### src/rtl/htok_pkg.sv
package htok_pkg;

    localparam logic [3:0] EV_TEXT_OPEN    = 4'd0;
    localparam logic [3:0] EV_START_OPEN   = 4'd1;
    localparam logic [3:0] EV_END_OPEN     = 4'd2;
    localparam logic [3:0] EV_COMMENT_OPEN = 4'd3;
    localparam logic [3:0] EV_DOCTYPE_OPEN = 4'd4;
    localparam logic [3:0] EV_NAME         = 4'd5;
    localparam logic [3:0] EV_ATTR_OPEN    = 4'd6;
    localparam logic [3:0] EV_ATTR_NAME    = 4'd7;
    localparam logic [3:0] EV_ATTR_VALUE   = 4'd8;
    localparam logic [3:0] EV_DATA         = 4'd9;
    localparam logic [3:0] EV_CLOSE        = 4'd10;

    typedef enum logic [16:0] {
        M_TOP            = 17'h00001,
        M_LT             = 17'h00002,
        M_BANG           = 17'h00004,
        M_COMMENT        = 17'h00008,
        M_DT_WS          = 17'h00010,
        M_DT_DATA        = 17'h00020,
        M_END_NAME       = 17'h00040,
        M_END_WS         = 17'h00080,
        M_S_NAME         = 17'h00100,
        M_S_BEFORE_ATTR  = 17'h00200,
        M_S_ATTR_NAME    = 17'h00400,
        M_S_AFTER_NAME   = 17'h00800,
        M_S_BEFORE_VALUE = 17'h01000,
        M_S_QVAL         = 17'h02000,
        M_S_UVAL         = 17'h04000,
        M_S_SLASH        = 17'h08000,
        M_XCLOSE         = 17'h10000
    } t_mode;

    typedef enum logic [1:0] {
        SRC_CUR  = 2'd0,
        SRC_HELD = 2'd1,
        SRC_REST = 2'd2
    } t_src;

    typedef struct packed {
        logic load;
        logic feed;
        logic fin;
        t_src src;
        logic rep_inc;
        logic rest_inc;
        logic hc_clr;
        logic flush;
    } t_cmd;

    typedef struct packed {
        logic ok;
        logic again;
        logic replay;
        logic rest;
        logic fin_end;
        logic rep_end;
        logic rest_end;
        logic is_fin;
        logic hold_v;
        logic adv;
    } t_stat;

    localparam logic [7:0] CH_LT    = 8'h3C;
    localparam logic [7:0] CH_GT    = 8'h3E;
    localparam logic [7:0] CH_BANG  = 8'h21;
    localparam logic [7:0] CH_SLASH = 8'h2F;
    localparam logic [7:0] CH_DASH  = 8'h2D;
    localparam logic [7:0] CH_UNDER = 8'h5F;
    localparam logic [7:0] CH_COLON = 8'h3A;
    localparam logic [7:0] CH_DOT   = 8'h2E;
    localparam logic [7:0] CH_EQ    = 8'h3D;
    localparam logic [7:0] CH_DQ    = 8'h22;
    localparam logic [7:0] CH_SQ    = 8'h27;
    localparam logic [7:0] CH_SPACE = 8'h20;

    function automatic logic [7:0] to_lower(input logic [7:0] c);
        return (c >= 8'h41 && c <= 8'h5A) ? c + 8'd32 : c;
    endfunction

    function automatic logic is_sp(input logic [7:0] c);
        return c == CH_SPACE || (c >= 8'h09 && c <= 8'h0D);
    endfunction

    function automatic logic is_alnum(input logic [7:0] c);
        return (c >= 8'h30 && c <= 8'h39) || (c >= 8'h61 && c <= 8'h7A)
            || (c >= 8'h41 && c <= 8'h5A);
    endfunction

    function automatic logic is_tag(input logic [7:0] c);
        return is_alnum(c) || c == CH_DASH || c == CH_UNDER || c == CH_COLON;
    endfunction

    function automatic logic is_attr(input logic [7:0] c);
        return is_tag(c) || c == CH_DOT;
    endfunction

    // "!doctype" spelled in lower case
    function automatic logic [7:0] dt_char(input logic [2:0] idx);
        logic [7:0] r;
        case (idx)
            3'd0:    r = CH_BANG;
            3'd1:    r = 8'h64;
            3'd2:    r = 8'h6F;
            3'd3:    r = 8'h63;
            3'd4:    r = 8'h74;
            3'd5:    r = 8'h79;
            3'd6:    r = 8'h70;
            default: r = 8'h65;
        endcase
        return r;
    endfunction

endpackage

### src/rtl/htok_ctrl.sv
module htok_ctrl
    import htok_pkg::*;
(
    input  logic  i_clk,
    input  logic  i_rst_n,
    input  logic  i_in_valid,
    output logic  o_in_ready,
    input  t_stat i_stat,
    output t_cmd  o_cmd
);

    typedef enum logic [6:0] {
        S_IDLE    = 7'b0000001,
        S_FEED    = 7'b0000010,
        S_REP_IN  = 7'b0000100,
        S_FIN     = 7'b0001000,
        S_REP_FIN = 7'b0010000,
        S_REST    = 7'b0100000,
        S_FLUSH   = 7'b1000000
    } t_state;

    t_state r_state, n_state;

    always_ff @(posedge i_clk) begin
        if (!i_rst_n) begin
            r_state <= S_IDLE;
        end else begin
            r_state <= n_state;
        end
    end

    always_comb begin
        n_state    = r_state;
        o_cmd      = '0;
        o_cmd.src  = SRC_CUR;
        o_in_ready = 1'b0;
        unique case (r_state)
            S_IDLE: begin
                o_in_ready = 1'b1;
                if (i_in_valid) begin
                    o_cmd.load = 1'b1;
                    n_state    = S_FEED;
                end
            end
            S_FEED: begin
                o_cmd.feed = 1'b1;
                if (i_stat.ok) begin
                    if (i_stat.replay) begin
                        n_state = S_REP_IN;
                    end else if (!i_stat.again) begin
                        n_state = i_stat.is_fin ? S_FIN : S_FLUSH;
                    end
                end
            end
            S_REP_IN, S_REP_FIN: begin
                if (i_stat.rep_end) begin
                    o_cmd.hc_clr = 1'b1;
                    n_state = (r_state == S_REP_IN) ? S_FEED : S_FIN;
                end else begin
                    o_cmd.feed = 1'b1;
                    o_cmd.src  = SRC_HELD;
                    if (i_stat.ok && !i_stat.again) o_cmd.rep_inc = 1'b1;
                end
            end
            S_FIN: begin
                o_cmd.fin = 1'b1;
                if (i_stat.ok) begin
                    if (i_stat.fin_end) n_state = S_FLUSH;
                    else if (i_stat.replay) n_state = S_REP_FIN;
                    else if (i_stat.rest) n_state = S_REST;
                end
            end
            S_REST: begin
                if (i_stat.rest_end) begin
                    n_state = S_FIN;
                end else begin
                    o_cmd.feed = 1'b1;
                    o_cmd.src  = SRC_REST;
                    if (i_stat.ok && i_stat.replay) n_state = S_REP_FIN;
                    else if (i_stat.ok && !i_stat.again) o_cmd.rest_inc = 1'b1;
                end
            end
            S_FLUSH: begin
                o_cmd.flush = 1'b1;
                if (!i_stat.hold_v || i_stat.adv) n_state = S_IDLE;
            end
            default: n_state = S_IDLE;
        endcase
    end

endmodule

### config.mk
export PLATFORM = sky130hd
export DESIGN_NAME = htok_ctrl
export DESIGN_NICKNAME = d
export VERILOG_FILES = /design/src/rtl/htok_pkg.sv /design/src/rtl/htok_ctrl.sv
export SDC_FILE = /design/constraint.sdc
export NUM_CORES = 1
export LEC_CHECK = 0
export ABC_AREA = 1
export BUFFER_PORTS_ARGS = -buffer_cell sky130_fd_sc_hd__buf_2
export CORE_MARGIN = 2
export CORE_UTILIZATION = 53
export DETAILED_ROUTE_END_ITERATION = 16
export PLACE_DENSITY = 0.82
export SYNTH_ARGS = -nofsm -noshare
export SYNTH_HDL_FRONTEND = slang
export SYNTH_SLANG_ARGS = --single-unit
export TNS_END_PERCENT = 10
### constraint.sdc
create_clock -name i_clk -period 3.05 [get_ports i_clk]
set_input_delay 0.1525 -clock i_clk [delete_from_list [all_inputs] [get_ports i_clk]]
set_output_delay 0.1525 -clock i_clk [all_outputs]
set_load 0.01 [all_outputs]
## Yosys cells after proc, flatten, opt, wreduce, memory -nomap -nowiden

Index checks and enable logic that the tools add are counted.

| storage, ports and cells | value |
|---|---|
| memories | 0 |
| ROM bits | 0 |
| register bits | 7 |
| input port bits | 13 |
| logic and storage cells | 56 |
| bits in latches | 0 |
| memory bits (writable) | 0 |

| cells by class | value |
|---|---|
| $lt $le $gt $ge | 0 |
| mux-type cells | 33 |
| multipliers | 0 |
| shift-type cells | 0 |
| add/sub/neg operators | 0 |
| reductions and logical operators | 7 |
| divide/modulo/power cells | 0 |
| eq/ne operators | 15 |
| bitwise logic cells | 0 |

Operator list:

| operator | count |
|---|---|
| 7-bit 2-to-1 mux | 13 |
| 7-bit case mux with 6 select lines | 1 |
| 1-bit 2-to-1 mux | 14 |
| 2-bit inequality test (second input constant) | 5 |
| 8-bit AND reduction | 1 |
| 7-bit by 1-bit equality test with 1-bit output (second input constant) | 1 |
| 7-bit by 2-bit equality test with 1-bit output (second input constant) | 1 |
| 7-bit by 3-bit equality test with 1-bit output (second input constant) | 1 |
| 7-bit by 4-bit equality test with 1-bit output (second input constant) | 1 |
| 7-bit by 5-bit equality test with 1-bit output (second input constant) | 1 |
| 7-bit by 6-bit equality test with 1-bit output (second input constant) | 1 |
| 7-bit equality test (second input constant) | 1 |
| 3-bit inequality test (second input constant) | 2 |
| 2-bit 2-to-1 mux | 2 |
| 4-bit 2-to-1 mux | 1 |
| 4-bit inequality test (second input constant) | 1 |
| 2-bit case mux with 2 select lines | 1 |
| 1-bit case mux with 3 select lines | 1 |
| 1-bit logical AND | 2 |
| 1-bit logical NOT | 2 |
| 2-bit OR reduction | 1 |
| 1-bit logical OR | 1 |

## Longest topological paths before layout

| logic depth | value |
|---|---|
| depth after elaboration | 6 |
| gate-level depth with buffers | 11 |
| gate-level depth less buffers | 11 |

## Worst setup path after synthesis

Ideal clock, no wire load.

| timing | value |
|---|---|
| kind | register to register |
| from | reg r_state[5] |
| to | reg r_state[4] |
| data arrival time | 1,161 ps |
| cell stages (with the launch flop) | 11 |
| setup slack | 1,776 ps |
| period minus slack after synthesis | 1,274 ps |
| path buffers | 0 |
| cells stage by stage | dfxtp_1 -> nor2_1 -> nand2_2 -> nor2_4 -> nand3_2 -> nand2_1 -> inv_2 -> nand3_2 -> nand2_1 -> nand2_1 -> nor2_1 |

| between the ends | value |
|---|---|
| word-level cells in the longest chain between the ends | 4 |
| elaborated cells on any way between the ends | 18 |
| those cells by class | 15 x eq/ne; 1 x mux; 2 x reduce/logical |

Ends and longest elaborated chain:

| item | RTL line | text |
|---|---|---|
| start: declaration | htok_ctrl.sv:22 | `t_state r_state, n_state;` |
| start signal: assignment | htok_ctrl.sv:28 | `r_state <= n_state;` |
| 7-bit by 3-bit equality test with 1-bit output / 7-bit by 5-bit equality test with 1-bit output (equally long branches) | htok_ctrl.sv:37 | `unique case (r_state)` |
| 2-bit OR reduction | htok_ctrl.sv:37 |  |
| 2-bit inequality test (no source line) | -- |  |
| 8-bit AND reduction (no source line) | -- |  |

Several ways; a longest one is shown, not always the timed one.
A chain may end at the register's enable or synchronous reset.

==> key figures <==
Logic synthesis
  • Synth Net Count: 144
  • Count leader, synth: nand2_1
  • Largest cells by area after synthesis: dfxtp_1 19%, nand2_1 12%, inv_1 12%
  • Synthesized area per cell: 5.78 um^2
  • Synth top area share: 18.5%
  • Top cells by count, synth: 25 x nand2_1, 24 x inv_1, 22 x nor2_1
  • Leading area contributor after synthesis: dfxtp_1
  • Post-Syn Area: 757 um^2
  • Ys Warns: 0
  • FFs w/ async S/R, synth: 0%
  • Cell count after synthesis: 131
  • Xor/xnor cell area share of the yosys netlist: 0%
  • Mux share of post-synthesis cell area: 0%
  • Largest family of logic cells by synthesized area: simple AND/OR/NAND/NOR gates
  • Seq/Total Area, Yosys: 18.5%
  • EDFF count, synth: 0
  • Yosys cell types: 18
  • Synth Flop Type: dfxtp_1
  • Complex-gate fraction of the synthesized area: 7.11%
  • Post-Synth Adder-Cell Area: 0%
  • Post-synthesis simple-gate area fraction: 61.0%
  • FF+latch count, synth: 7

Detailed routing
  • DR vias/cell: 5.09
  • Wire per inst: 9.94 um
  • DRC viols: 0
  • Vias: 876
  • DRT Pass-1 Iters: 4
  • Final wirelength: 1710 um
  • Initial DRC Count: 34
  • Post-DRT Antenna Nets: 0

Worst setup path
  • Setup crit end kind: output pin
  • Kind of critical path: reg -> out
  • Critical Path Source Type: register
  • WP data required: 2900 ps
  • Peak fanout along the critical path: 6
  • CP Data Arrival Time: 1490 ps

Final layout
  • Ratio of cells with drive above 1 in the final layout: 33.8%
  • Number of flip-flops in the largest register: 7
  • Final net count: 171
  • Top reg by flops: r_state
  • N_diodes: 0
  • Core Util, Final: 69.2%
  • Biggest regs: r_state: 7 flops
  • P&R area growth vs syn: 20.5%

Placed design
  • Pre-CTS setup slack: 1610 ps
  • GP Congestion: 0.914
  • Estimated wirelength of the detail-placed design: 1480 um
  • I/O Buffers: 22

GRT
  • First-pass GRT wire length: 3040 um
  • GR Overflow Total: 0
  • Largest net degree at the start of global routing: 8
  • Antenna violations before repair: 0
  • Global-route usage over all layers: 21.5%
  • Number of global-route vias before repair: 779

CTS
  • Cts hold-fix bufs: 0
  • H-tree Lvls: 1
  • TritonCTS Sinks: 7
  • TritonCTS clock tree: built
  • Clock Path Buffers: 2
  • Clock Latency Late Sink: 240 ps
  • Root buf cell: clkbuf_4
  • Post-CTS sizing: 0
  • TritonCTS buffer count: 3
  • Setup Buffers After CTS: 0
  • Clk slew on worst S/H paths: 50 ps

STA
  • Worst hold margin: 176 ps
  • Setup-failing EPs final: 0
  • Final period util: 53.9%
  • Layout Skew: 4.23 ps
  • RSZ-0062 raised after global routing: false
  • Worst Setup Slack, final: 1410 ps
  • Worst-Margin Slew: 252 ps
  • Achievable Freq: 0.608 GHz
  • Post-Route Setup TNS: 0 ps
  • Final Max Tran Viols: 0
  • Max-slew headroom: 83.1%
  • Endpoints failing hold: 0
  • Minimum clock period after layout: 1640 ps

Power and ir drop
  • Lkg Pwr: 0.580 nW
  • PD cells: 893 nW/um^2
  • Peak VDD IR: 0.504 mV

Worst hold path
  • Hold WC Path Type: in -> reg

Run status
  • Outcome: complete, no violations

Floorplan
  • Starting Density: 57.5%
  • Die Y: 41.8 um
  • Total Die Area: 1750 um^2
  • Row Count: 13
  • Core area: 1320 um^2
  • Io pins: 23
  • Die Wd: 41.8 um

Run
  • Max Cap Viol: 0
## kinds of logic after synthesis
logic type,Yosys count
AND/OR/NAND/NOR,89
flip-flops,7
buffers and inverters,27
AO/OA/AOI/OAI,8
## where the power goes
group,internal [mW],switching [mW],total (mW)
sequential,0.131,0.0335,0.164
clock,0.0496,0.0297,0.0793
combinational,0.197,0.374,0.571
total,0.377,0.437,0.814
## metrics by stage
| step | area [um^2] | power [mW] | std cells |
|---|---|---|---|
| final | 912 | 0.814 | 172 |
| after global routing | 912 | 0.901 | 172 |
| after CTS | 912 | 0.819 | 172 |
| after detailed placement | 886 | 0.735 | 168 |
| after global placement | 886 | 0.724 | 168 |
| after floorplan | 757 | 0.606 | 131 |
## cell type report
class	count	area (um^2)
repair buffers	22	110
well taps	15	18.8
flip-flops and latches	7	140
inverters	27	101
multi-input cells	97	515
fillers	125	405
clock buffers	4	26.3
## placed cells by master (no fill, tap or decap)
cell type / netlist / layout
clkbuf_4: 0 / 3
nand2_4: 3 / 3
nand4_1: 3 / 3
nand2_1: 25 / 25
nor2_1: 22 / 22
nand3_1: 12 / 12
nor3_1: 5 / 5
nor2_4: 2 / 2
dfxtp_1: 7 / 7
inv_2: 3 / 3
nand3_2: 5 / 5
o21ai_0: 3 / 3
nor2_2: 4 / 4
clkbuf_1: 0 / 1
nand2_2: 8 / 8
o21ai_2: 1 / 1
a21oi_2: 2 / 2
a21oi_1: 1 / 1
buf_2: 0 / 22
inv_1: 24 / 24
o31ai_1: 1 / 1
## final timing paths
check                                   to  depth (start not counted)       start  slack, ps
worst max-delay path              o_cmd[3]                          8  r_state[4]       1410
worst min-delay path            r_state[0]                          2     i_rst_n        180
worst max register to register  r_state[2]                         11  r_state[2]       1580
worst min register to register  r_state[1]                          2  r_state[1]        530
## worst max-delay path: stages (launching register included)
cell,delay (ps)
dfxtp_1,310
inv_1,130
nand2_2,100
nor2_4,180
nand2_4,80
nand2_4,100
nand2_4,70
nor3_1,130
buf_2,160
## per-layer routing
layer  vias to the layer above  track usage (%)  share of wire (%)
met1                       384             28.8                 47
met3                         0             3.91                5.8
met5                         -                0                  0
met2                        29             37.2                 47
li1                        463                -                  -
met4                         0             1.94                  0
Note: power is estimated with default switching activity, not from simulation.
