--- src/rtl/htok_pkg.sv ---
package htok_pkg;

    localparam logic [3:0] EV_TEXT_OPEN    = 4'd0;
    localparam logic [3:0] EV_START_OPEN   = 4'd1;
    localparam logic [3:0] EV_END_OPEN     = 4'd2;
    localparam logic [3:0] EV_COMMENT_OPEN = 4'd3;
    localparam logic [3:0] EV_DOCTYPE_OPEN = 4'd4;
    localparam logic [3:0] EV_NAME         = 4'd5;
    localparam logic [3:0] EV_ATTR_OPEN    = 4'd6;
    localparam logic [3:0] EV_ATTR_NAME    = 4'd7;
    localparam logic [3:0] EV_ATTR_VALUE   = 4'd8;
    localparam logic [3:0] EV_DATA         = 4'd9;
    localparam logic [3:0] EV_CLOSE        = 4'd10;

    typedef enum logic [16:0] {
        M_TOP            = 17'h00001,
        M_LT             = 17'h00002,
        M_BANG           = 17'h00004,
        M_COMMENT        = 17'h00008,
        M_DT_WS          = 17'h00010,
        M_DT_DATA        = 17'h00020,
        M_END_NAME       = 17'h00040,
        M_END_WS         = 17'h00080,
        M_S_NAME         = 17'h00100,
        M_S_BEFORE_ATTR  = 17'h00200,
        M_S_ATTR_NAME    = 17'h00400,
        M_S_AFTER_NAME   = 17'h00800,
        M_S_BEFORE_VALUE = 17'h01000,
        M_S_QVAL         = 17'h02000,
        M_S_UVAL         = 17'h04000,
        M_S_SLASH        = 17'h08000,
        M_XCLOSE         = 17'h10000
    } t_mode;

    typedef enum logic [1:0] {
        SRC_CUR  = 2'd0,
        SRC_HELD = 2'd1,
        SRC_REST = 2'd2
    } t_src;

    typedef struct packed {
        logic load;
        logic feed;
        logic fin;
        t_src src;
        logic rep_inc;
        logic rest_inc;
        logic hc_clr;
        logic flush;
    } t_cmd;

    typedef struct packed {
        logic ok;
        logic again;
        logic replay;
        logic rest;
        logic fin_end;
        logic rep_end;
        logic rest_end;
        logic is_fin;
        logic hold_v;
        logic adv;
    } t_stat;

    localparam logic [7:0] CH_LT    = 8'h3C;
    localparam logic [7:0] CH_GT    = 8'h3E;
    localparam logic [7:0] CH_BANG  = 8'h21;
    localparam logic [7:0] CH_SLASH = 8'h2F;
    localparam logic [7:0] CH_DASH  = 8'h2D;
    localparam logic [7:0] CH_UNDER = 8'h5F;
    localparam logic [7:0] CH_COLON = 8'h3A;
    localparam logic [7:0] CH_DOT   = 8'h2E;
    localparam logic [7:0] CH_EQ    = 8'h3D;
    localparam logic [7:0] CH_DQ    = 8'h22;
    localparam logic [7:0] CH_SQ    = 8'h27;
    localparam logic [7:0] CH_SPACE = 8'h20;

    function automatic logic [7:0] to_lower(input logic [7:0] c);
        return (c >= 8'h41 && c <= 8'h5A) ? c + 8'd32 : c;
    endfunction

    function automatic logic is_sp(input logic [7:0] c);
        return c == CH_SPACE || (c >= 8'h09 && c <= 8'h0D);
    endfunction

    function automatic logic is_alnum(input logic [7:0] c);
        return (c >= 8'h30 && c <= 8'h39) || (c >= 8'h61 && c <= 8'h7A)
            || (c >= 8'h41 && c <= 8'h5A);
    endfunction

    function automatic logic is_tag(input logic [7:0] c);
        return is_alnum(c) || c == CH_DASH || c == CH_UNDER || c == CH_COLON;
    endfunction

    function automatic logic is_attr(input logic [7:0] c);
        return is_tag(c) || c == CH_DOT;
    endfunction

    // "!doctype" spelled in lower case
    function automatic logic [7:0] dt_char(input logic [2:0] idx);
        logic [7:0] r;
        case (idx)
            3'd0:    r = CH_BANG;
            3'd1:    r = 8'h64;
            3'd2:    r = 8'h6F;
            3'd3:    r = 8'h63;
            3'd4:    r = 8'h74;
            3'd5:    r = 8'h79;
            3'd6:    r = 8'h70;
            default: r = 8'h65;
        endcase
        return r;
    endfunction

endpackage

--- src/rtl/htok_dp.sv ---
module htok_dp
    import htok_pkg::*;
(
    input  logic       i_clk,
    input  logic       i_rst_n,
    input  logic [7:0] i_in_byte,
    input  logic       i_is_final,
    input  t_cmd       i_cmd,
    output t_stat      o_stat,
    input  logic       i_out_ready,
    output logic       o_out_valid,
    output logic [3:0] o_event_res,
    output logic [7:0] o_out_byte,
    output logic       o_self_closing,
    output logic       o_last
);

    t_mode      r_mode, n_mode;
    logic [7:0] r_held [8];
    logic [7:0] n_held [8];
    logic [3:0] r_hc, n_hc;
    logic [7:0] r_quote, n_quote;
    logic       r_pend, n_pend;
    logic       r_topen, n_topen;
    logic [7:0] r_cur;
    logic       r_fin;
    logic [2:0] r_rep;
    logic [7:0] r_rest [2];
    logic [7:0] n_rest [2];
    logic [1:0] r_rest_n, n_rest_n;
    logic [1:0] r_ri;

    // one-deep hold so the final event of a byte can carry last
    logic       r_h_valid;
    logic [3:0] r_h_ev;
    logic [7:0] r_h_byte;
    logic       r_h_sc;

    logic       r_o_valid;
    logic [3:0] r_o_ev;
    logic [7:0] r_o_byte;
    logic       r_o_sc;
    logic       r_o_last;

    logic       e_v;
    logic [3:0] e_ev;
    logic [7:0] e_byte;
    logic       e_sc;
    logic       again, replay, rest, fin_end, set_rep;

    logic [7:0] c, lc;
    logic [2:0] hn;
    logic       cm_pre, dt_pre;
    logic       adv, ok, exec, push_hold, flush_go;

    assign adv = !r_o_valid || i_out_ready;

    always_comb begin
        case (i_cmd.src)
            SRC_HELD: c = r_held[r_rep];
            SRC_REST: c = r_rest[r_ri[0]];
            default:  c = r_cur;
        endcase
    end

    assign lc = to_lower(c);
    assign hn = r_hc[2:0];
    // held bytes always spell a prefix of one of the two patterns
    assign cm_pre = (hn <= 3'd1) || (r_held[1] == CH_DASH);
    assign dt_pre = (hn <= 3'd1) || (to_lower(r_held[1]) == dt_char(3'd1));

    always_comb begin
        n_mode   = r_mode;
        n_held   = r_held;
        n_hc     = r_hc;
        n_quote  = r_quote;
        n_pend   = r_pend;
        n_topen  = r_topen;
        n_rest   = r_rest;
        n_rest_n = r_rest_n;
        e_v      = 1'b0;
        e_ev     = EV_CLOSE;
        e_byte   = 8'd0;
        e_sc     = 1'b0;
        again    = 1'b0;
        replay   = 1'b0;
        rest     = 1'b0;
        fin_end  = 1'b0;
        set_rep  = 1'b0;
        if (i_cmd.fin) begin
            unique case (r_mode)
                M_TOP: begin
                    e_v     = r_topen;
                    n_topen = 1'b0;
                    n_pend  = 1'b0;
                    fin_end = 1'b1;
                end
                M_LT, M_BANG: begin
                    e_v    = 1'b1;
                    e_ev   = EV_START_OPEN;
                    n_mode = M_XCLOSE;
                end
                M_XCLOSE: begin
                    e_v     = 1'b1;
                    n_mode  = M_TOP;
                    replay  = 1'b1;
                    set_rep = 1'b1;
                end
                M_COMMENT: begin
                    e_v       = 1'b1;
                    n_mode    = M_TOP;
                    n_rest[0] = r_held[0];
                    n_rest[1] = r_held[1];
                    n_rest_n  = (r_hc > 4'd2) ? 2'd2 : r_hc[1:0];
                    n_hc      = 4'd0;
                    rest      = 1'b1;
                end
                default: begin
                    e_v    = 1'b1;
                    e_sc   = (r_mode == M_S_SLASH);
                    n_mode = M_TOP;
                end
            endcase
        end else begin
            unique case (r_mode)
                M_TOP: begin
                    if (c == CH_LT) begin
                        e_v     = r_topen;
                        n_topen = 1'b0;
                        n_pend  = 1'b0;
                        n_mode  = M_LT;
                    end else if (is_sp(c)) begin
                        if (r_topen) n_pend = 1'b1;
                    end else if (!r_topen) begin
                        e_v     = 1'b1;
                        e_ev    = EV_TEXT_OPEN;
                        n_topen = 1'b1;
                        n_pend  = 1'b0;
                        again   = 1'b1;
                    end else if (r_pend) begin
                        e_v    = 1'b1;
                        e_ev   = EV_DATA;
                        e_byte = CH_SPACE;
                        n_pend = 1'b0;
                        again  = 1'b1;
                    end else begin
                        e_v    = 1'b1;
                        e_ev   = EV_DATA;
                        e_byte = c;
                    end
                end
                M_LT: begin
                    if (c == CH_SLASH) begin
                        e_v    = 1'b1;
                        e_ev   = EV_END_OPEN;
                        n_mode = M_END_NAME;
                    end else if (c == CH_BANG) begin
                        n_held[0] = c;
                        n_hc      = 4'd1;
                        n_mode    = M_BANG;
                    end else begin
                        e_v    = 1'b1;
                        e_ev   = EV_START_OPEN;
                        n_mode = M_S_NAME;
                        again  = 1'b1;
                    end
                end
                M_BANG: begin
                    if (hn < 3'd3 && cm_pre && lc == CH_DASH && hn != 3'd0) begin
                        if (hn == 3'd2) begin
                            e_v    = 1'b1;
                            e_ev   = EV_COMMENT_OPEN;
                            n_hc   = 4'd0;
                            n_mode = M_COMMENT;
                        end else begin
                            n_held[hn] = c;
                            n_hc       = {1'b0, hn} + 4'd1;
                        end
                    end else if (dt_pre && lc == dt_char(hn)) begin
                        if (hn == 3'd7) begin
                            e_v    = 1'b1;
                            e_ev   = EV_DOCTYPE_OPEN;
                            n_hc   = 4'd0;
                            n_mode = M_DT_WS;
                        end else begin
                            n_held[hn] = c;
                            n_hc       = {1'b0, hn} + 4'd1;
                        end
                    end else begin
                        e_v    = 1'b1;
                        e_ev   = EV_START_OPEN;
                        n_mode = M_XCLOSE;
                        again  = 1'b1;
                    end
                end
                M_XCLOSE: begin
                    e_v     = 1'b1;
                    n_mode  = M_TOP;
                    replay  = 1'b1;
                    set_rep = 1'b1;
                end
                M_COMMENT: begin
                    if (r_hc >= 4'd2) begin
                        if (r_held[0] == CH_DASH && r_held[1] == CH_DASH && c == CH_GT) begin
                            e_v    = 1'b1;
                            n_hc   = 4'd0;
                            n_mode = M_TOP;
                        end else begin
                            e_v       = 1'b1;
                            e_ev      = EV_DATA;
                            e_byte    = r_held[0];
                            n_held[0] = r_held[1];
                            n_held[1] = c;
                            n_hc      = 4'd2;
                        end
                    end else begin
                        n_held[{2'b00, r_hc[0]}] = c;
                        n_hc = r_hc + 4'd1;
                    end
                end
                M_DT_WS, M_DT_DATA: begin
                    if (c == CH_GT) begin
                        e_v    = 1'b1;
                        n_mode = M_TOP;
                    end else if (!(r_mode == M_DT_WS && is_sp(c))) begin
                        e_v    = 1'b1;
                        e_ev   = EV_DATA;
                        e_byte = c;
                        n_mode = M_DT_DATA;
                    end
                end
                M_END_NAME, M_END_WS: begin
                    if (r_mode == M_END_NAME && is_tag(c)) begin
                        e_v    = 1'b1;
                        e_ev   = EV_NAME;
                        e_byte = lc;
                    end else if (is_sp(c)) begin
                        n_mode = M_END_WS;
                    end else begin
                        e_v    = 1'b1;
                        n_mode = M_TOP;
                        again  = (c != CH_GT);
                    end
                end
                M_S_NAME: begin
                    if (is_tag(c)) begin
                        e_v    = 1'b1;
                        e_ev   = EV_NAME;
                        e_byte = lc;
                    end else begin
                        n_mode = M_S_BEFORE_ATTR;
                        again  = 1'b1;
                    end
                end
                M_S_BEFORE_ATTR: begin
                    if (is_sp(c)) begin
                        n_mode = r_mode;
                    end else if (c == CH_GT) begin
                        e_v    = 1'b1;
                        n_mode = M_TOP;
                    end else if (c == CH_SLASH) begin
                        n_mode = M_S_SLASH;
                    end else if (is_attr(c)) begin
                        // name byte follows on the next pass
                        e_v    = 1'b1;
                        e_ev   = EV_ATTR_OPEN;
                        n_mode = M_S_ATTR_NAME;
                        again  = 1'b1;
                    end else begin
                        e_v    = 1'b1;
                        n_mode = M_TOP;
                        again  = 1'b1;
                    end
                end
                M_S_ATTR_NAME: begin
                    if (is_attr(c)) begin
                        e_v    = 1'b1;
                        e_ev   = EV_ATTR_NAME;
                        e_byte = lc;
                    end else begin
                        n_mode = M_S_AFTER_NAME;
                        again  = 1'b1;
                    end
                end
                M_S_AFTER_NAME: begin
                    if (c == CH_EQ) begin
                        n_mode = M_S_BEFORE_VALUE;
                    end else if (!is_sp(c)) begin
                        n_mode = M_S_BEFORE_ATTR;
                        again  = 1'b1;
                    end
                end
                M_S_BEFORE_VALUE: begin
                    if (c == CH_DQ || c == CH_SQ) begin
                        n_quote = c;
                        n_mode  = M_S_QVAL;
                    end else if (!is_sp(c)) begin
                        n_mode = M_S_UVAL;
                        again  = 1'b1;
                    end
                end
                M_S_QVAL: begin
                    if (c == r_quote) begin
                        n_mode = M_S_BEFORE_ATTR;
                    end else begin
                        e_v    = 1'b1;
                        e_ev   = EV_ATTR_VALUE;
                        e_byte = c;
                    end
                end
                M_S_UVAL: begin
                    if (is_sp(c) || c == CH_GT || c == CH_SLASH) begin
                        n_mode = M_S_BEFORE_ATTR;
                        again  = 1'b1;
                    end else begin
                        e_v    = 1'b1;
                        e_ev   = EV_ATTR_VALUE;
                        e_byte = c;
                    end
                end
                M_S_SLASH: begin
                    e_v    = 1'b1;
                    e_sc   = 1'b1;
                    n_mode = M_TOP;
                    again  = (c != CH_GT);
                end
                default: begin
                    n_mode = M_TOP;
                    again  = 1'b1;
                end
            endcase
        end
    end

    assign ok        = !e_v || !r_h_valid || adv;
    assign exec      = (i_cmd.feed || i_cmd.fin) && ok;
    assign push_hold = exec && e_v && r_h_valid;
    assign flush_go  = i_cmd.flush && r_h_valid && adv;

    always_ff @(posedge i_clk) begin
        if (!i_rst_n) begin
            r_mode    <= M_TOP;
            r_hc      <= 4'd0;
            r_quote   <= 8'd0;
            r_pend    <= 1'b0;
            r_topen   <= 1'b0;
            r_rep     <= 3'd0;
            r_ri      <= 2'd0;
            r_rest_n  <= 2'd0;
            r_h_valid <= 1'b0;
            r_o_valid <= 1'b0;
        end else begin
            if (exec) begin
                r_mode   <= n_mode;
                r_quote  <= n_quote;
                r_pend   <= n_pend;
                r_topen  <= n_topen;
                r_rest_n <= n_rest_n;
                r_hc     <= n_hc;
            end else if (i_cmd.hc_clr) begin
                r_hc <= 4'd0;
            end
            if (exec && set_rep) r_rep <= 3'd0;
            else if (i_cmd.rep_inc) r_rep <= r_rep + 3'd1;
            if (exec && rest) r_ri <= 2'd0;
            else if (i_cmd.rest_inc) r_ri <= r_ri + 2'd1;
            if (exec && e_v) r_h_valid <= 1'b1;
            else if (flush_go) r_h_valid <= 1'b0;
            if (push_hold || flush_go) r_o_valid <= 1'b1;
            else if (i_out_ready) r_o_valid <= 1'b0;
        end
    end

    always_ff @(posedge i_clk) begin
        if (i_cmd.load) begin
            r_cur <= i_in_byte;
            r_fin <= i_is_final;
        end
        if (exec) begin
            r_held <= n_held;
            r_rest <= n_rest;
        end
        if (exec && e_v) begin
            r_h_ev   <= e_ev;
            r_h_byte <= e_byte;
            r_h_sc   <= e_sc;
        end
        if (push_hold || flush_go) begin
            r_o_ev   <= r_h_ev;
            r_o_byte <= r_h_byte;
            r_o_sc   <= r_h_sc;
            r_o_last <= flush_go;
        end
    end

    always_comb begin
        o_stat          = '0;
        o_stat.ok       = ok;
        o_stat.again    = again;
        o_stat.replay   = replay;
        o_stat.rest     = rest;
        o_stat.fin_end  = fin_end;
        o_stat.rep_end  = (r_rep == hn);
        o_stat.rest_end = (r_ri == r_rest_n);
        o_stat.is_fin   = r_fin;
        o_stat.hold_v   = r_h_valid;
        o_stat.adv      = adv;
    end

    assign o_out_valid    = r_o_valid;
    assign o_event_res    = r_o_ev;
    assign o_out_byte     = r_o_byte;
    assign o_self_closing = r_o_sc;
    assign o_last         = r_o_last;

endmodule

--- config.mk ---
export PLATFORM = sky130hd
export DESIGN_NAME = htok_dp
export DESIGN_NICKNAME = d
export VERILOG_FILES = /design/src/rtl/htok_pkg.sv /design/src/rtl/htok_dp.sv
export SDC_FILE = /design/constraint.sdc
export NUM_CORES = 1
export LEC_CHECK = 0
export BUFFER_PORTS_ARGS = -buffer_cell sky130_fd_sc_hd__buf_2
export CORE_UTILIZATION = 55
export DETAILED_ROUTE_END_ITERATION = 12
export PLACE_DENSITY = 0.83
export SYNTH_ARGS = -nofsm -noshare
export SYNTH_HDL_FRONTEND = slang
export SYNTH_SLANG_ARGS = --single-unit
--- constraint.sdc ---
create_clock -name i_clk -period 5.3 [get_ports i_clk]
set_input_delay 0 -clock i_clk [delete_from_list [all_inputs] [get_ports i_clk]]
set_output_delay 0 -clock i_clk [all_outputs]
set_load 0.05 [all_outputs]
Word-level counts from Yosys, hierarchy flattened --
Index checks and enable logic that the tools add are counted.
Word-level totals: logic and storage cells 376, register bits 156, output and inout port bits 25, input port bits 21
Cells by class: $lt $le $gt $ge 20, add/subtract/negate cells 6, equal/unequal tests 76, mux-type cells 173, bitwise logic cells 6, reduce and logical (&&, ||, !) cells 66
Operator list (number):
- 17-bit two-way mux | 21
- 64-bit two-way mux | 4
- 8-bit two-way mux | 28
- 17-bit one-hot mux with 13 select lines | 1
- 64-bit bitwise mux | 2
- 4-bit two-way mux | 29
- 8-bit by 6-bit == test with 1-bit output, second input constant | 14
- 56-bit one-hot mux with 2 select lines | 1
- 16-bit two-way mux | 4
- 8-bit one-hot mux with 8 select lines | 1
- 1-bit two-way mux | 60
- 7-bit one-hot mux with 7 select lines | 1
- 8-bit demux with 3-bit select | 2
- 48-bit two-way mux | 1
- 4-bit one-hot mux with 11 select lines | 1
- 3-bit != test, second input constant | 13
- 17-bit one-hot mux with 2 select lines | 1
- 4-bit != test, second input constant | 7
- 8-bit binary-select mux with 3-bit select | 1
- 8-bit by 7-bit greater-or-equal comparator with 1-bit output, second input constant | 3
- 8-bit by 7-bit less-or-equal comparator with 1-bit output, second input constant | 3
- 1-bit one-hot mux with 12 select lines | 2
- 8-bit one-hot mux with 3 select lines | 1
- 1-bit logical AND | 22
- other kinds (69) | 124

Logic depth before layout (Yosys ltp) --
Gate-level depths: netlist (run 1).
word-level depth 28, depth in mapped cells 21, mapped depth without buffers 18

Worst setup path before layout (run 1) --
Ideal clock, no wire load.
path kind flip-flop to flip-flop, start register r_rep[0], end register r_held[48] in the netlist's numbering (enable), slack 0.109 ns, period minus slack after synthesis 5.191 ns, arrival time 4.771 ns, buffers on the path 3, cell stages (with the launch flop) 19, data required time 4.881 ns, library setup time 0.419 ns, cell sequence dfxtp_1 -> buf_4 -> buf_6 -> buf_6 -> mux2i_1 -> nand2_1 -> and4_4 -> nor2_4 -> inv_2 -> ha_1 -> inv_1 -> o21ai_0 -> a221oi_1 -> o311a_1 -> o311ai_1 -> a32o_1 -> o31ai_2 -> nand2b_1 -> a2111oi_0
Between the ends: word-level cells in the longest chain between the ends 21, elaborated cells on any way between the ends 73, those cells by class 1 x add/sub; 8 x order compare; 16 x eq/ne; 23 x mux; 1 x bitwise; 24 x reduce/logical
RTL lines:
- start: declaration | line htok_dp.sv:27 | logic [2:0] r_rep;
- start signal: assignment | line htok_dp.sv:364 | else if (i_cmd.rep_inc) r_rep <= r_rep + 3'd1;
- 3-bit inverter with 4-bit output (not written as such) (*) | line htok_dp.sv:60 | SRC_HELD: c = r_held[r_rep];
- 8-bit binary-select mux with 3-bit select (*) | line htok_dp.sv:60
- 8-bit two-way mux (not written as such) (*) (2 in series) | line htok_dp.sv:60
- 8-bit one-hot mux with 2 select lines (*) | line htok_dp.sv:59 | case (i_cmd.src)
- via c[6] | line htok_dp.sv:51 | logic [7:0] c, lc;
- branches (longest 15 deep; another with 8-bit by 7-bit greater-or-equal comparator with 1-bit output)
- 7-bit AND reduction (no source line) (*)
- end signal: assignment | line htok_dp.sv:380 | r_held <= n_held;
- end: declaration | line htok_dp.sv:19 | logic [7:0] r_held [8];
Mark *: on every way through the listed nets, which the timed path passes. The select of a mux whose other input is x is not followed. A chain may end at the register's enable or synchronous reset.

==> results.ini, run 1 <==
[outcome]
run_status=finished clean

[logic_synthesis]
ys.flop_type=sky130_fd_sc_hd__edfxtp_1
mappedNetlistArea_mm2=0.00915
number_of_flops_mapped_to_enable_cells_by_yosys=116
unique_masters_post_synth=94
proportion_of_synthesized_chip_area_in_sequential_cells_pct=46.8
synthesis.instances=934
avgSynthCellArea_um2=9.79
postSynth.asyncResetShare_pct=0
synth.yosys.warnings=0
synth.ff_latch_count=156
postSynthNetCount=966

[min_path]
hold_depth=3
hold_path.class=in -> reg

[global_routing]
via_count_of_the_first_global_routing_pass=7732
grt-ovfl-total=0
grt_start_max_net_pins=23
global_route_wire_length_before_repair_mm=43.5
track_usage_pct=34.4
grt_antenna_before_repair=0

[drt]
first_iter_violations=1303
detailroute.via_count=8271
drc=0
drt_pre_antenna_iters=7
totalWireLength_mm=28.6
detail-route-antenna-nets=0
detail_route.wl_per_cell_um=23.4
avgViaCountPerCell=6.76

[clocking]
cts_made_buffers=17
clock_path_buffers=2
clk_transition_reported_paths_ps=70
tritoncts_clock_tree=done
htree_levels=4
cts_resized=0
clkLatencyLatePin_ps=440
cts_num_sinks=156
postCtsSetupRepairBufs=0
cts_hold_buffers=16
ctsRootBufferMaster=sky130_fd_sc_hd__clkbuf_16

[sta]
rsz0062_at_grt=no
skew_ps=13.0
final_setup_margin_ps=434
finalSetupTns_ps=0
timing.fmax_mhz=206
max_slew.worst_pin.slew_ps=995
worst_slew_margin_rel_pct=33.6
setup_violations=0
final.min_clock_period_ps=4870
layout_worst_path_cycle_share_pct=91.8
hold_viol_final=0
timing_max_transition_violations_final=0

[floorplanning]
die_height_um=131
core_area_mm2=0.0161
dieArea_mm2=0.0172
die_width_um=131
std_cell_rows=46
boundaryPins=46
floorplan.initialDensity_pct=57.0

[layout]
areaGrowthSynthToFinish_pct=13.5
fillers=1227
final_layout_size_suffix_gt1_share_pct=16.2
finalCoreUtilization_pct=64.6
antennaDiodeCount=0
final_net_count=1027
fin_cells=1224
design_area_mm2=0.0104

[job]
max_cap_viol_count=0

[critical_path]
timing.critical_path.from_type=register
reg2reg_depth=12
criticalPathCategory=reg -> out
worst-path-max-fanout=11
critical_path_arrival_ps=4870
cp_data_required_time_ps=5300
timing.critical_path.to_type=output pin

[placed_design]
dpl-instance-area_mm2=0.00966
dp_worst_setup_slack_ps=608
buffer_ports.inserted=45
place_congestion=1.03
post-dp-hpwl_mm=20.8
place_inst=1176

[power]
vdd_drop_max_mv=0.219
power_density_mw_per_mm2=365
leakage_nw=3.64

Yosys cell counts, types with 4 or more instances:
library cell / instances / area [µm²]
sky130_fd_sc_hd__a21o_1: 5 / 37.5
sky130_fd_sc_hd__a31oi_1: 11 / 68.8
sky130_fd_sc_hd__inv_1: 17 / 63.8
sky130_fd_sc_hd__buf_6: 5 / 56.3
sky130_fd_sc_hd__clkbuf_1: 31 / 116
sky130_fd_sc_hd__or3_1: 11 / 68.8
sky130_fd_sc_hd__mux2i_1: 40 / 400
sky130_fd_sc_hd__buf_4: 14 / 105
sky130_fd_sc_hd__and3_1: 4 / 25.0
sky130_fd_sc_hd__buf_2: 9 / 45.0
sky130_fd_sc_hd__a32o_1: 4 / 40.0
sky130_fd_sc_hd__a2111oi_0: 5 / 43.8
sky130_fd_sc_hd__xnor2_1: 16 / 140
sky130_fd_sc_hd__o31ai_1: 6 / 45.0
sky130_fd_sc_hd__a211oi_1: 7 / 52.6
sky130_fd_sc_hd__o22ai_1: 4 / 25.0
sky130_fd_sc_hd__or4_1: 4 / 30.0
sky130_fd_sc_hd__ha_1: 11 / 138
sky130_fd_sc_hd__nor4b_1: 4 / 35.0
sky130_fd_sc_hd__nor3_1: 27 / 135
sky130_fd_sc_hd__xor2_1: 8 / 70.1
sky130_fd_sc_hd__nand4_1: 23 / 144
sky130_fd_sc_hd__buf_1: 5 / 18.8
sky130_fd_sc_hd__and2_1: 13 / 81.3
sky130_fd_sc_hd__edfxtp_1: 116 / 3480
sky130_fd_sc_hd__dfxtp_1: 40 / 801
sky130_fd_sc_hd__o21ai_0: 39 / 195
sky130_fd_sc_hd__mux2_2: 4 / 45.0
sky130_fd_sc_hd__nand2_1: 58 / 218
sky130_fd_sc_hd__o2111ai_1: 5 / 43.8
sky130_fd_sc_hd__nand3_1: 29 / 145
sky130_fd_sc_hd__nand2b_1: 12 / 75.1
sky130_fd_sc_hd__nor2_1: 146 / 548
sky130_fd_sc_hd__a22o_1: 7 / 61.3
sky130_fd_sc_hd__a22oi_1: 16 / 120
sky130_fd_sc_hd__and4_1: 4 / 35.0
sky130_fd_sc_hd__o21a_1: 11 / 82.6
sky130_fd_sc_hd__a21oi_1: 35 / 175
sky130_fd_sc_hd__o21ai_1: 5 / 25.0
sky130_fd_sc_hd__nand3b_1: 5 / 37.5
sky130_fd_sc_hd__nor4_1: 15 / 93.8
sky130_fd_sc_hd__nor2b_1: 11 / 68.8
sky130_fd_sc_hd__nor3b_1: 9 / 67.6
flip-flops by register name, summed over array words and instances, names as in the netlist, 2 cells and up:
register / flops
r_rest_n: 2
r_rest: 16
o_out_byte: 8
r_mode: 17
r_hc: 4
o_event_res: 4
r_h_ev: 4
r_ri: 2
r_cur: 8
r_quote: 8
r_held: 64
r_h_byte: 8
r_rep: 3
per-stage QoR:
stage | hold WS [ps] | total power, mW
6_report | 67.5 | 3.79
5_1_grt | 85.2 | 3.92
4_1_cts | 51.1 | 3.75
3_5_place_dp | 179 | 2.58
3_3_place_gp | 182 | 2.57
2_1_floorplan | 98.9 | 2.32
cell usage in the layout (no fill, tap or decap), types with 6 or more instances in the layout:
master / synthesis / final
sky130_fd_sc_hd__ha_1: 11 / 11
sky130_fd_sc_hd__or3_1: 11 / 11
sky130_fd_sc_hd__dfxtp_1: 40 / 39
sky130_fd_sc_hd__xnor2_1: 16 / 16
sky130_fd_sc_hd__a211oi_1: 7 / 7
sky130_fd_sc_hd__buf_4: 14 / 44
sky130_fd_sc_hd__o31ai_1: 6 / 6
sky130_fd_sc_hd__dlygate4sd3_1: 0 / 16
sky130_fd_sc_hd__mux2i_1: 40 / 40
sky130_fd_sc_hd__clkbuf_16: 0 / 17
sky130_fd_sc_hd__nand2_1: 58 / 58
sky130_fd_sc_hd__nand2b_1: 12 / 12
sky130_fd_sc_hd__nor3_1: 27 / 26
sky130_fd_sc_hd__xor2_1: 8 / 8
sky130_fd_sc_hd__nand3_1: 29 / 29
sky130_fd_sc_hd__a22oi_1: 16 / 16
sky130_fd_sc_hd__a22o_1: 7 / 7
sky130_fd_sc_hd__buf_2: 9 / 45
sky130_fd_sc_hd__nor4_1: 15 / 15
sky130_fd_sc_hd__o21ai_0: 39 / 39
sky130_fd_sc_hd__a31oi_1: 11 / 11
sky130_fd_sc_hd__nor3b_1: 9 / 9
sky130_fd_sc_hd__a21oi_1: 35 / 35
sky130_fd_sc_hd__o21a_1: 11 / 11
sky130_fd_sc_hd__nand4_1: 23 / 23
sky130_fd_sc_hd__and2_1: 13 / 13
sky130_fd_sc_hd__edfxtp_1: 116 / 116
sky130_fd_sc_hd__inv_1: 17 / 17
sky130_fd_sc_hd__nor2b_1: 11 / 11
sky130_fd_sc_hd__nor2_1: 146 / 146
cell families after synthesis:
family | Yosys count | share of synthesized area, %
AO/OA/AOI/OAI | 210 | 16.7
XOR/XNOR | 24 | 2.30
adder cells (fa/ha/maj) | 11 | 1.50
buffers and inverters | 84 | 4.55
flip-flops | 156 | 46.8
multiplexers | 46 | 5.12
AND/OR/NAND/NOR | 403 | 23.0
critical path, cell delays in order, from the launching register on:
cell and delay (ps):
sky130_fd_sc_hd__dfxtp_1 460, sky130_fd_sc_hd__nor2b_1 600, sky130_fd_sc_hd__a22oi_1 260, sky130_fd_sc_hd__a31oi_2 650, sky130_fd_sc_hd__nand4_1 240, sky130_fd_sc_hd__o2111a_1 190, sky130_fd_sc_hd__a31oi_1 330, sky130_fd_sc_hd__and2_1 320
sky130_fd_sc_hd__nand3b_1 100, sky130_fd_sc_hd__a2111oi_0 460, sky130_fd_sc_hd__buf_4 210, sky130_fd_sc_hd__nand4_1 100, sky130_fd_sc_hd__a31oi_1 200, sky130_fd_sc_hd__buf_2 290
metal layers:
metal | wire, µm | track usage (%)
met5 | 0 | 0
met4 | 993 | 14.9
met3 | 3900 | 10.9
met2 | 12500 | 50.9
met1 | 11200 | 46.2
path summary, 6_finish.rpt:
path               startpoint       endpoint  slack (ps)
setup / recovery     r_rep[1]      o_stat[8]         430
hold / removal       i_cmd[6]     r_mode[11]          70
setup reg to reg     r_rep[1]     r_held[32]         430
hold reg to reg   r_h_byte[4]  o_out_byte[4]         430
area by class of cell:
type	count	area [µm²]	share of cell area, %
inverter	20	75.1	0.723
sequential	156	4290	41.3
tap	216	270	2.60
multi-input combinational	694	4450	42.9
clock inverter	15	136	1.31
timing repair buffer	106	736	7.09
clock buffer	17	425	4.10
power by group:
group	total (mW)	leakage (nW)	switching, mW	internal (mW)
Clock	1.18	0.269	0.527	0.653
Combinational	1.10	1.97	0.762	0.338
Sequential	1.51	1.41	0.0697	1.44
No activity file was read; power rests on OpenSTA's default activity.
==> run 2, diff against run 1 <==
- CELL_PAD_IN_SITES_DETAIL_PLACEMENT: default -> 0
- CELL_PAD_IN_SITES_GLOBAL_PLACEMENT: default -> 1
- CORE_UTILIZATION: 55 -> 44
- GPL_TIMING_DRIVEN: default -> 0
==> results.ini, run 2 (synthesis results as in run 1) <==
[outcome]
run_status=finished clean

[drt]
drc=0  ; unchanged
drt_pre_antenna_iters=5  ; -2
avgViaCountPerCell=6.19  ; -8.3%
totalWireLength_mm=30.2  ; +5.7%
detail-route-antenna-nets=0  ; unchanged
detail_route.wl_per_cell_um=23.2  ; -0.62%
detailroute.via_count=8064  ; -2.5%
first_iter_violations=818  ; -37%

[clocking]
htree_levels=4  ; unchanged
tritoncts_clock_tree=done
clk_transition_reported_paths_ps=70  ; about the same
ctsRootBufferMaster=sky130_fd_sc_hd__clkbuf_16
clkLatencyLatePin_ps=440  ; about the same
cts_made_buffers=17  ; unchanged
clock_path_buffers=2  ; unchanged
cts_num_sinks=156  ; unchanged

[global_routing]
grt_start_max_net_pins=23  ; unchanged
global_route_wire_length_before_repair_mm=46.2  ; +6.2%
grt_antenna_before_repair=0  ; unchanged
via_count_of_the_first_global_routing_pass=7778  ; +0.59%
grt-ovfl-total=0  ; unchanged
track_usage_pct=28.9  ; -5.5 points

[layout]
largest_reg_flops=64  ; unchanged
mostFrequentLayoutCell=sky130_fd_sc_hd__nor2_1
areaGrowthSynthToFinish_pct=16.2
final_layout_size_suffix_gt1_share_pct=16.5  ; +0.30 points
final_net_count=1051  ; +2.3%
antennaDiodeCount=0  ; unchanged
top_register=r_held
largest_registers=r_held: 64 flops, r_mode: 17 flops, r_rest: 16 flops
finalCoreUtilization_pct=52.4  ; -12 points
final_cell_mix=sky130_fd_sc_hd__nor2_1 (139), sky130_fd_sc_hd__edfxtp_1 (116), sky130_fd_sc_hd__nand2_1 (57), sky130_fd_sc_hd__buf_2 (54)

[sta]
setup_violations=0  ; unchanged
rsz0062_at_grt=yes
layout_worst_path_cycle_share_pct=98.4  ; +6.5 points
hold_viol_final=0  ; unchanged
worst_slew_margin_rel_pct=17.5  ; -16 points
final.min_clock_period_ps=5210  ; +347 ps
max_slew.worst_pin.slew_ps=1230  ; +233 ps
timing.fmax_mhz=192  ; -6.7%
timing_max_transition_violations_final=0  ; unchanged
skew_ps=12.9  ; -0.0931 ps
finalSetupTns_ps=0  ; unchanged

[power]
vdd_drop_max_mv=0.226  ; +2.9%
power_density_mw_per_mm2=374  ; +2.5%
leakage_nw=3.68  ; +0.95%

[placed_design]
post-dp-hpwl_mm=22.2  ; +6.6%
place_congestion=0.958  ; -6.8%
buffer_ports.inserted=44  ; -2.2%

[floorplanning]
die_height_um=146  ; +12%
dieArea_mm2=0.0214  ; +25%
core_area_mm2=0.0203  ; +26%
std_cell_rows=52  ; +13%
die_width_um=146  ; +12%
boundaryPins=46  ; unchanged
floorplan.initialDensity_pct=45.1  ; -12 points

[critical_path]
timing.critical_path.to_type=register
reg2reg_depth=19  ; +7
crit_reg_reg_startpoint=r_rep[0]
timing.critical_path.from_type=register
cp_data_required_time_ps=5380  ; +80 ps
worst-path-max-fanout=10  ; -1
criticalPathCategory=reg -> reg
critical_path_arrival_ps=5290  ; +420 ps
r2r-end=r_held[15]
timing.reg2reg.setup_slack_ps=90  ; -350 ps

[job]
max_cap_viol_count=0  ; unchanged

[min_path]
hold_path.class=in -> reg
hold_path_end=r_hc[2]
holdCritStartpoint=i_cmd[1]
hold_depth=4  ; +1

-- run 2: through the flow --
stage                     hold WS, ps  area (µm²)  total power [mW]  setup slack [ps]  cells
after global routing              142       10600              4.11              -139   1302
after CTS                         106       10600              3.95              2.09   1298
final                             116       10600              3.98              87.4   1302
after global placement            182        9710              2.63             -1810   1248
after detailed placement          178        9730              2.65              -985   1250
after floorplan                  98.9        9150              2.32               109    934
-- run 2: worst max-delay path: stages, from the launching register on --
cell and delay (ps):
sky130_fd_sc_hd__dfxtp_1 330, sky130_fd_sc_hd__buf_4 200, sky130_fd_sc_hd__buf_6 220, sky130_fd_sc_hd__buf_6 210, sky130_fd_sc_hd__mux2i_1 240, sky130_fd_sc_hd__nand2_1 130
sky130_fd_sc_hd__and4_4 230, sky130_fd_sc_hd__nor2_4 200, sky130_fd_sc_hd__inv_2 170, sky130_fd_sc_hd__ha_1 250, sky130_fd_sc_hd__inv_1 80, sky130_fd_sc_hd__o21ai_0 100
sky130_fd_sc_hd__a221oi_2 410, sky130_fd_sc_hd__o311a_1 360, sky130_fd_sc_hd__o311ai_1 130, sky130_fd_sc_hd__a32o_2 310, sky130_fd_sc_hd__o31ai_4 330, sky130_fd_sc_hd__nand2b_1 170
sky130_fd_sc_hd__a21o_1 330, sky130_fd_sc_hd__nor2_2 430
-- run 2: final cells by class --
cell class | instances | area [µm²]
fill | 1867 | 9670
multi-input combinational | 694 | 4540
sequential | 156 | 4280
clock buffer | 17 | 425
timing repair buffer | 66 | 424
buffer | 64 | 345
tap | 270 | 338
clock inverter | 15 | 199
inverter | 20 | 75.1
-- run 2: worst max-delay path by stage --
stage,startpoint,endpoint,slack [ps],cells after the start
2_1_floorplan,r_rep[0],r_held[48],110,18
3_3_place_gp,r_rep[1],r_held[48],-1810,15
3_5_place_dp,r_rep[0],r_held[58],-980,18
4_1_cts,r_rep[0],r_mode[3],2,17
5_1_grt,r_rep[0],r_held[21],-140,19
6_report,r_rep[0],r_held[15],90,19
-- run 2: routing by layer --
layer  global-route usage [%]  routed length (µm)  vias up
li1                         -                   -     3685
met2                     45.2               13600      408
met4                     12.4                1140        0
met3                     4.69                2430       66
met1                     39.6               13100     3905
met5                        0                   0        -
-- run 2: what timing repair did --
action,4_1_cts,5_1_grt
buffers inserted,1,4
hold buffers,15,0
resized for setup,11,14
setup endpoints to repair,99,87
hold endpoints to repair,24,0
pin swaps,1,1
-- run 2: power by group --
| part | leakage, nW | switching [mW] | internal [mW] |
|---|---|---|---|
| Clock | 0.298 | 0.581 | 0.721 |
| Combinational | 1.97 | 0.830 | 0.363 |
| Sequential | 1.41 | 0.0460 | 1.44 |
| Total | 3.68 | 1.46 | 2.52 |
==> run 3, diff against run 2 <==
--- a/config.mk
+++ b/config.mk
@@ -9,4 +9,5 @@
 export CELL_PAD_IN_SITES_DETAIL_PLACEMENT = 0
 export CELL_PAD_IN_SITES_GLOBAL_PLACEMENT = 1
+export CORE_ASPECT_RATIO = 0.75
 export CORE_UTILIZATION = 44
 export DETAILED_ROUTE_END_ITERATION = 12
==> constraint.sdc (replaced) <==
create_clock -name i_clk -period 5.3 [get_ports i_clk]
set_input_delay 0 -clock i_clk [delete_from_list [all_inputs] [get_ports i_clk]]
set_output_delay 0 -clock i_clk [all_outputs]
set_load 0.02 [all_outputs]
==> results.ini, run 3 (synthesis results as in run 1) <==
[layout]
final_layout_size_suffix_gt1_share_pct=16.4  ; -0.032 points
top_register=r_held
largest_registers=r_held: 64 flops, r_mode: 17 flops, r_rest: 16 flops
design_area_mm2=0.0107  ; +0.28%
final_net_count=1053  ; +0.19%
largest_reg_flops=64  ; unchanged
fin_cells=1316  ; +1.1%
fillers=1831  ; -1.9%
areaGrowthSynthToFinish_pct=16.6
final_cell_mix=sky130_fd_sc_hd__nor2_1 (140), sky130_fd_sc_hd__edfxtp_1 (116), sky130_fd_sc_hd__nand2_1 (57), sky130_fd_sc_hd__buf_2 (56)
mostFrequentLayoutCell=sky130_fd_sc_hd__nor2_1
antennaDiodeCount=0  ; unchanged

[global_routing]
grt_start_max_net_pins=23  ; unchanged
track_usage_pct=29.6  ; +0.70 points
via_count_of_the_first_global_routing_pass=7500  ; -3.6%
global_route_wire_length_before_repair_mm=46.2  ; about the same
grt-ovfl-total=0  ; unchanged
grt_antenna_before_repair=0  ; unchanged

[sta]
finalSetupTns_ps=0  ; unchanged
final.min_clock_period_ps=5100  ; -108 ps
layout_worst_path_cycle_share_pct=96.3  ; -2.0 points
skew_ps=14.2  ; +1.32 ps
hold_viol_final=0  ; unchanged
rsz0062_at_grt=no
setup_violations=0  ; unchanged
final_setup_margin_ps=195  ; +108 ps
worst_slew_margin_rel_pct=12.4  ; -5.1 points
timing_max_transition_violations_final=0  ; unchanged
max_slew.worst_pin.slew_ps=1300  ; +76.3 ps
timing.fmax_mhz=196  ; +2.1%

[placed_design]
dpl-instance-area_mm2=0.00974  ; about the same
post-dp-hpwl_mm=23.3  ; +4.9%
place_inst=1262  ; +0.96%
place_congestion=1.03  ; +7.1%
dp_worst_setup_slack_ps=-1110  ; -128 ps
buffer_ports.inserted=44  ; unchanged

[floorplanning]
dieArea_mm2=0.0214  ; about the same
floorplan.initialDensity_pct=45.0  ; -0.058 points
die_height_um=127  ; -13%
die_width_um=168  ; +15%
std_cell_rows=45  ; -13%
boundaryPins=46  ; unchanged
core_area_mm2=0.0203  ; +0.13%

[critical_path]
timing.critical_path.from_type=register
cp_data_required_time_ps=5590  ; +210 ps
critical_path_arrival_ps=5390  ; +100 ps
critical_path.cell_chain=buf_4, buf_6, mux2i_1, a22o_1, o21a_1, nand2_1, nor4_4, a31oi_1, a2111oi_0, nand2_1, a2111oi_1, o21ai_2, buf_6, clkbuf_2, a32oi_1, nor2_1
reg2reg_depth=16  ; -3
crit_reg_reg_startpoint=r_rep[0]
criticalPathCategory=reg -> reg
r2r-end=r_mode[2]
timing.critical_path.to_type=register
critical_path.endpoint=r_mode[2]
worst-path-max-fanout=10  ; unchanged
timing.reg2reg.setup_slack_ps=200  ; +110 ps
crit_path_max_incr_delay_ps=680  ; +250 ps
crit_path_start=r_rep[0]
max_stage_delay_cell_worst_path=sky130_fd_sc_hd__a2111oi_0

[clocking]
cts_num_sinks=156  ; unchanged
htree_levels=4  ; unchanged
ctsRootBufferMaster=sky130_fd_sc_hd__clkbuf_16
clk_transition_reported_paths_ps=70  ; about the same
cts_made_buffers=17  ; unchanged
clkLatencyLatePin_ps=440  ; about the same
tritoncts_clock_tree=done
clock_path_buffers=2  ; unchanged

[power]
power_density_mw_per_mm2=359  ; -4.1%
leakage_nw=3.68  ; about the same
vdd_drop_max_mv=0.231  ; +2.3%

[drt]
detailroute.via_count=8244  ; +2.2%
totalWireLength_mm=31.3  ; +3.5%
drt_pre_antenna_iters=7  ; +2
highest-signal-layer=met5
detail_route.wl_per_cell_um=23.8  ; +2.4%
detail-route-antenna-nets=0  ; unchanged
first_iter_violations=1284  ; +57%
avgViaCountPerCell=6.26  ; +1.1%
dr_wl_met3_mm=4.06  ; +67%
total_length_of_routed_met2_wires_mm=12.4  ; -8.6%
detail_route.wirelength.met1_mm=14.3  ; +9.6%
drc=0  ; unchanged

[outcome]
run_status=finished clean

[min_path]
hold_path.class=in -> reg

[job]
max_cap_viol_count=0  ; unchanged

-- run 3: routing by layer --
metal | up-vias | GRT usage [%]
li1 | 3699 | -
met1 | 3989 | 44.5
met2 | 511 | 40.4
met3 | 43 | 9.17
met4 | 2 | 7.43
met5 | - | 0
-- run 3: worst min path at each step --
stage,from,to,slack (ps),depth (start not counted)
6_report,i_cmd[1],r_hc[3],120,4
5_1_grt,i_rst_n,r_rest_n[0],170,3
4_1_cts,i_cmd[1],r_hc[3],110,4
3_5_place_dp,i_in_byte[6],r_cur[6],180,1
3_3_place_gp,i_is_final,r_fin,180,1
2_1_floorplan,i_in_byte[0],r_cur[0],100,0
-- run 3: timing repair --
| action | in CTS | in global routing |
|---|---|---|
| pin swaps | 2 | 8 |
| resized for setup | 13 | 21 |
| endpoints found under the setup margin | 121 | 98 |
| setup buffers | 2 | 5 |
| hold buffers | 15 | 0 |
| hold endpoints to repair | 25 | 0 |
-- run 3: cell type report --
type | count | area [µm²] | share of cell area (%)
buffer | 64 | 347 | 3.25
clock buffer | 21 | 472 | 4.42
clock inverter | 11 | 123 | 1.15
inverter | 20 | 75.1 | 0.704
multi-input combinational | 694 | 4580 | 42.9
sequential | 156 | 4280 | 40.2
tap | 282 | 353 | 3.31
timing repair buffer | 68 | 433 | 4.06
-- run 3: power by group --
part	internal, mW	leakage, nW	total, mW	switching (mW)
Clock	0.703	0.294	1.24	0.534
Combinational	0.368	1.98	1.11	0.741
Sequential	1.44	1.41	1.48	0.0423
-- run 3: through the flow --
stage / hold slack (ps) / util, % / total power, mW
floorplan: 98.9 / - / 2.20
global placement: 178 / 47.8 / 2.52
detailed placement: 178 / 47.9 / 2.52
CTS: 108 / 51.9 / 3.78
global route: 172 / 52.5 / 3.95
finish: 121 / 52.5 / 3.83
-- run 3: critical path: cells and delay by family, from the launching register on --
family                 cells  cell delay (ps)
AOI/OAI and AO/OA          7             2450
and+or+nand+nor            4              930
DFF                        1              330
muxes                      1              400
buffers and inverters      4              840
